## src/sv/assert_macros.svh

```systemverilog
// Assertion helpers for the predicate picker.
// Each macro takes a label, the clock, the active-low reset and the two sides.
`ifndef ASSERT_MACROS_SVH
`define ASSERT_MACROS_SVH

`ifndef ASSERT_OFF

// Same-cycle implication
`define SPP_ASSERT_IMP(label, clk, rst_n, pre, post) \
	label: assert property (@(posedge clk) disable iff (!rst_n) (pre) |-> (post)) \
		else $error("implication check failed");

// Next-cycle implication
`define SPP_ASSERT_NXT(label, clk, rst_n, pre, post) \
	label: assert property (@(posedge clk) disable iff (!rst_n) (pre) |=> (post)) \
		else $error("next-cycle check failed");

`else

`define SPP_ASSERT_IMP(label, clk, rst_n, pre, post)
`define SPP_ASSERT_NXT(label, clk, rst_n, pre, post)

`endif

`endif

```

## src/sv/spp_pkg.sv

```systemverilog
package spp_pkg;

	// Table geometry and field widths
	localparam int ENTRIES = 32;
	localparam int IDX_W   = 5;
	localparam int CNT_W   = 31;
	localparam int MASK_W  = 32;
	localparam int PROD_W  = 2 * CNT_W;
	localparam int ROW_W   = 2 * CNT_W;

	// Request kinds
	localparam logic REQ_RECORD = 1'b0;
	localparam logic REQ_SELECT = 1'b1;

	// Result status codes
	localparam logic [1:0] ST_SELECTED = 2'd0;
	localparam logic [1:0] ST_STORED   = 2'd1;
	localparam logic [1:0] ST_REJECTED = 2'd2;

	typedef struct packed {
		logic              req_type;
		logic [IDX_W-1:0]  op_index;
		logic [CNT_W-1:0]  rows_before;
		logic [CNT_W-1:0]  rows_after;
		logic [MASK_W-1:0] done_mask;
		logic              batch_last;
	} req_t;

	typedef struct packed {
		logic [1:0]       status;
		logic [IDX_W-1:0] selected_index;
		logic             found;
	} rsp_t;

	typedef enum logic [2:0] {
		S_IDLE,
		S_REC,
		S_RD,
		S_MUL,
		S_CMP,
		S_FIN
	} state_t;

	// Controller to datapath
	typedef struct packed {
		logic load;
		logic rec_commit;
		logic rd_first;
		logic mul;
		logic cmp;
		logic fin;
	} ctrl_cmd_t;

	// Datapath to controller
	typedef struct packed {
		logic in_select;
		logic limit_zero;
		logic last;
	} dp_status_t;

endpackage

```

## src/sv/spp_ctrl.sv

```systemverilog
module spp_ctrl (
	input  logic                   clk,
	input  logic                   arst_n,
	input  logic                   start,
	input  spp_pkg::dp_status_t    dp_status,
	output spp_pkg::ctrl_cmd_t     cmd,
	output logic                   busy
);

	spp_pkg::state_t state_q;
	spp_pkg::state_t state_d;

	// State register
	always_ff @(posedge clk or negedge arst_n) begin
		if (!arst_n) begin
			state_q <= spp_pkg::S_IDLE;
		end else begin
			state_q <= state_d;
		end
	end

	// Next state and commands
	always_comb begin
		state_d = state_q;
		cmd     = '0;
		unique case (state_q)
			spp_pkg::S_IDLE: begin
				if (start) begin
					cmd.load = 1'b1;
					if (!dp_status.in_select) begin
						state_d = spp_pkg::S_REC;
					end else if (dp_status.limit_zero) begin
						state_d = spp_pkg::S_FIN;
					end else begin
						state_d = spp_pkg::S_RD;
					end
				end
			end
			spp_pkg::S_REC: begin
				cmd.rec_commit = 1'b1;
				state_d = spp_pkg::S_IDLE;
			end
			spp_pkg::S_RD: begin
				cmd.rd_first = 1'b1;
				state_d = spp_pkg::S_MUL;
			end
			spp_pkg::S_MUL: begin
				cmd.mul = 1'b1;
				state_d = spp_pkg::S_CMP;
			end
			spp_pkg::S_CMP: begin
				cmd.cmp = 1'b1;
				state_d = dp_status.last ? spp_pkg::S_FIN : spp_pkg::S_MUL;
			end
			spp_pkg::S_FIN: begin
				cmd.fin = 1'b1;
				state_d = spp_pkg::S_IDLE;
			end
			default: begin
				state_d = spp_pkg::S_IDLE;
			end
		endcase
	end

	assign busy = (state_q != spp_pkg::S_IDLE);

endmodule

```

## config.mk

```make
export PLATFORM = sky130hd
export DESIGN_NAME = spp_ctrl
export DESIGN_NICKNAME = d
export VERILOG_FILES = /design/src/sv/assert_macros.svh /design/src/sv/spp_pkg.sv /design/src/sv/spp_ctrl.sv
export SDC_FILE = /design/constraint.sdc
export NUM_CORES = 1
export LEC_CHECK = 0
export BUFFER_PORTS_ARGS = -buffer_cell sky130_fd_sc_hd__buf_2
export CAP_MARGIN = 10
export CORE_AREA = 2 2 39 41
export DETAILED_ROUTE_END_ITERATION = 6
export DIE_AREA = 0 0 41 43
export GPL_TIMING_DRIVEN = 0
export HOLD_SLACK_MARGIN = 0.06
export PLACE_DENSITY = 0.45
export SYNTH_ARGS = -nofsm -noshare
export SYNTH_HDL_FRONTEND = slang
export SYNTH_SLANG_ARGS = --single-unit
```

## constraint.sdc

```tcl
create_clock -name clk -period 1 [get_ports clk]
set_input_delay 0.05 -clock clk [delete_from_list [all_inputs] [get_ports clk]]
set_output_delay 0.05 -clock clk [all_outputs]
set_load 0.01 [all_outputs]
```

==> flow_summary_export.csv <==
group,metric,value,unit
timing,setup_ws,-298,ps
setup_path,required,950,ps
drt,drt-initial-drc-count,7,
floorplanning,die-area,1760,um^2
layout,regMostFlops,"state_q",
clock_tree,clockBufferDepth,2,
clock_tree,ctsRootBufferMaster,"clkbuf_4",
run_status,violations,"negative setup slack",
global_routing,antenna_found_initial,0,
clock_tree,clock_latency,230,ps
layout,final_cell_mix,"buf_2 (10), buf_6 (6), buf_4 (5), nor2_1 (3), clkbuf_4 (3)",
layout,area_delta_synth_final,105,%
drt,postRouteAntennaNets,0,
logic_synthesis,ys_types,18,
flow_run,max_cap_viol_count,0,
drt,vias_per_cell,4.04,
setup_path,path_max_fanout,5,
timing,finalSetupViolCount,10,
layout,design_area,462,um^2
pwr,p_clk_share,15.3,%
global_routing,grt_util_all_layers,8.80,%
clock_tree,tritoncts,"done",
drt,dr_total_vias,275,
drt,wl,702,um
placement,gp_congestion,0.574,
setup_path,endpoint_kind,"primary output",
pwr,p_int,855,uW
clock_tree,cts.clk_slew.worst_paths,40,ps
layout,drive_gt1_share,65.4,%
drt,wl_per_cell,10.3,um
timing,slew_violations,0,
setup_path,cp.arrival,1250,ps
global_routing,grt_pass1_wl,1.00,mm
run_status,status,"finished, violations left",
drt,dr.pass1.iters,4,
layout,antenna_cells,0,
clock_tree,numCtsBuffers,3,
logic_synthesis,ys_ff_latch,3,
timing,relSlewSlack,86.2,%
pwr,peakVddDrop,0.568,mV
pwr,swShare,38.5,%
logic_synthesis,synth_cells,27,
pwr,pwr-share-comb,68.3,%
floorplanning,pin_count,13,
global_routing,grt_pass1_vias,258,
floorplanning,die_w,41,um
timing,final-hold-violation-count,0,
floorplanning,fp.coreArea,1380,um^2
floorplanning,row_count,14,
placement,port_buffers,12,
pwr,seqPwrFrac,16.4,%
setup_path,path_class,"reg -> out",
logic_synthesis,synthesis.area,225,um^2
layout,fin_util,33.4,%
setup_path,critPathLaunchType,"register",
logic_synthesis,yosys_warnings,0,
pwr,leakagePower,0.223,nW
placement,place_area,319,um^2
floorplanning,die_h,43,um
timing,min_period_over_period,130,%
timing,final.setup.tns,-1950,ps
placement,dpl.hpwl,397,um
drt,drcViolationCount,0,
logic_synthesis,ys_seq_area_share,33.3,%
layout,top_regs,"state_q (3)",
floorplanning,initial_core_util,16.3,%
layout,largest_register_ffs,3,
clock_tree,numClockSinks,3,
layout,layout.nets,59,
logic_synthesis,syn_nets,33,
clock_tree,h-tree-depth,1,
global_routing,gr-total-overflow,0,
layout,mostFrequentLayoutCell,"buf_2",
timing,fmax,0.771,GHz
timing,finClkSkew,4.23,ps
timing,tightest_slew,207,ps
global_routing,grt_start_max_net_pins,11,
timing,period_minus_slack,1300,ps
pwr,power_density,3010,nW/um^2
logic_synthesis,avgSynthCellArea,8.34,um^2
pwr,switchingPower,535,uW
worst_hold_path,hp-class,"in -> reg",
timing,rsz0062_at_grt,"true",
## critical path, stage by stage (launching register included)
cell and delay [ps]:
dfrtp_1 360, buf_6 120, or3_4 340, nor2_4 90
buf_6 100
## power groups by stage
stage | Sequential [mW] | Clock (mW) | Combinational, mW
3_3_place_gp | 0.229 | 0 | 0.601
3_5_place_dp | 0.229 | 0 | 0.599
4_1_cts | 0.233 | 0.222 | 0.697
2_1_floorplan | 0.215 | 0 | 0.435
5_1_grt | 0.235 | 0.237 | 1.03
6_report | 0.228 | 0.212 | 0.950
## cell usage after synthesis (all sizes together)
cell type / number / area, um^2
a211oi: 2 / 15.0
a31oi: 2 / 12.5
and3b: 1 / 10.0
buf: 2 / 18.8
dfrtp: 3 / 75.1
inv: 2 / 7.51
nand2b: 1 / 6.26
nand3: 1 / 5.00
nand4: 1 / 6.26
nor2: 5 / 21.3
nor2b: 1 / 6.26
nor3: 1 / 5.00
nor3b: 1 / 7.51
o21ai: 2 / 10.0
or2b: 1 / 7.51
or3: 1 / 11.3
## metrics by stage
stage	hold slack (ps)	std cells	setup WS, ps	total power [mW]
after floorplan	-246	27	-52.3	0.650
after detailed placement	-152	55	-135	0.828
final	81.1	68	-298	1.39
after global placement	-152	55	-132	0.830
after global routing	93.3	68	-351	1.51
after CTS	80.6	63	-357	1.15
## cell families (layout without fill, tap and decap cells)
group,after synthesis,after routing,share of synthesized area (%)
buf+inv,4,29,11.7
compound gates,6,6,16.7
simple gates,14,14,38.3
flops,3,3,33.3
## repair_timing
action                     4_1_cts  5_1_grt
cloned                           0        0
hold buffers                     2        0
hold endpoints to repair         4        0
pin swaps                        2        8
resized for setup                5        8
setup buffers                    2        6
setup endpoints to repair        9       10
## area by class of cell
class | count | area (um^2)
clock buffer | 4 | 26.3
buffer | 1 | 11.3
multi-input combinational | 20 | 156
timing repair buffer | 22 | 164
fill | 155 | 922
tap | 16 | 20.0
inverter | 2 | 7.51
sequential | 3 | 76.3
## worst paths after layout
path,start,to,slack [ps],depth (start not counted)
min,dp_status[0],state_q[2]$_DFFE_PN0P_,80,3
min in group asynchronous,arst_n,state_q[2]$_DFFE_PN0P_,140,2
max reg2reg,state_q[1]$_DFFE_PN0P_,state_q[1]$_DFFE_PN0P_,-130,4
max in group asynchronous,arst_n,state_q[0]$_DFFE_PN0P_,740,2
min reg2reg,state_q[0]$_DFFE_PN0P_,state_q[0]$_DFFE_PN0P_,490,1
max,state_q[2]$_DFFE_PN0P_,cmd[5],-300,4
## routing by layer
layer	GRT usage [%]	vias to the layer above	routed length [um]
met3	3.14	0	24
li1	-	144	-
met4	8.00	0	0
met5	0	-	0
met2	13.4	5	415
met1	8.57	126	262
No activity file was read; power rests on OpenSTA's default activity.
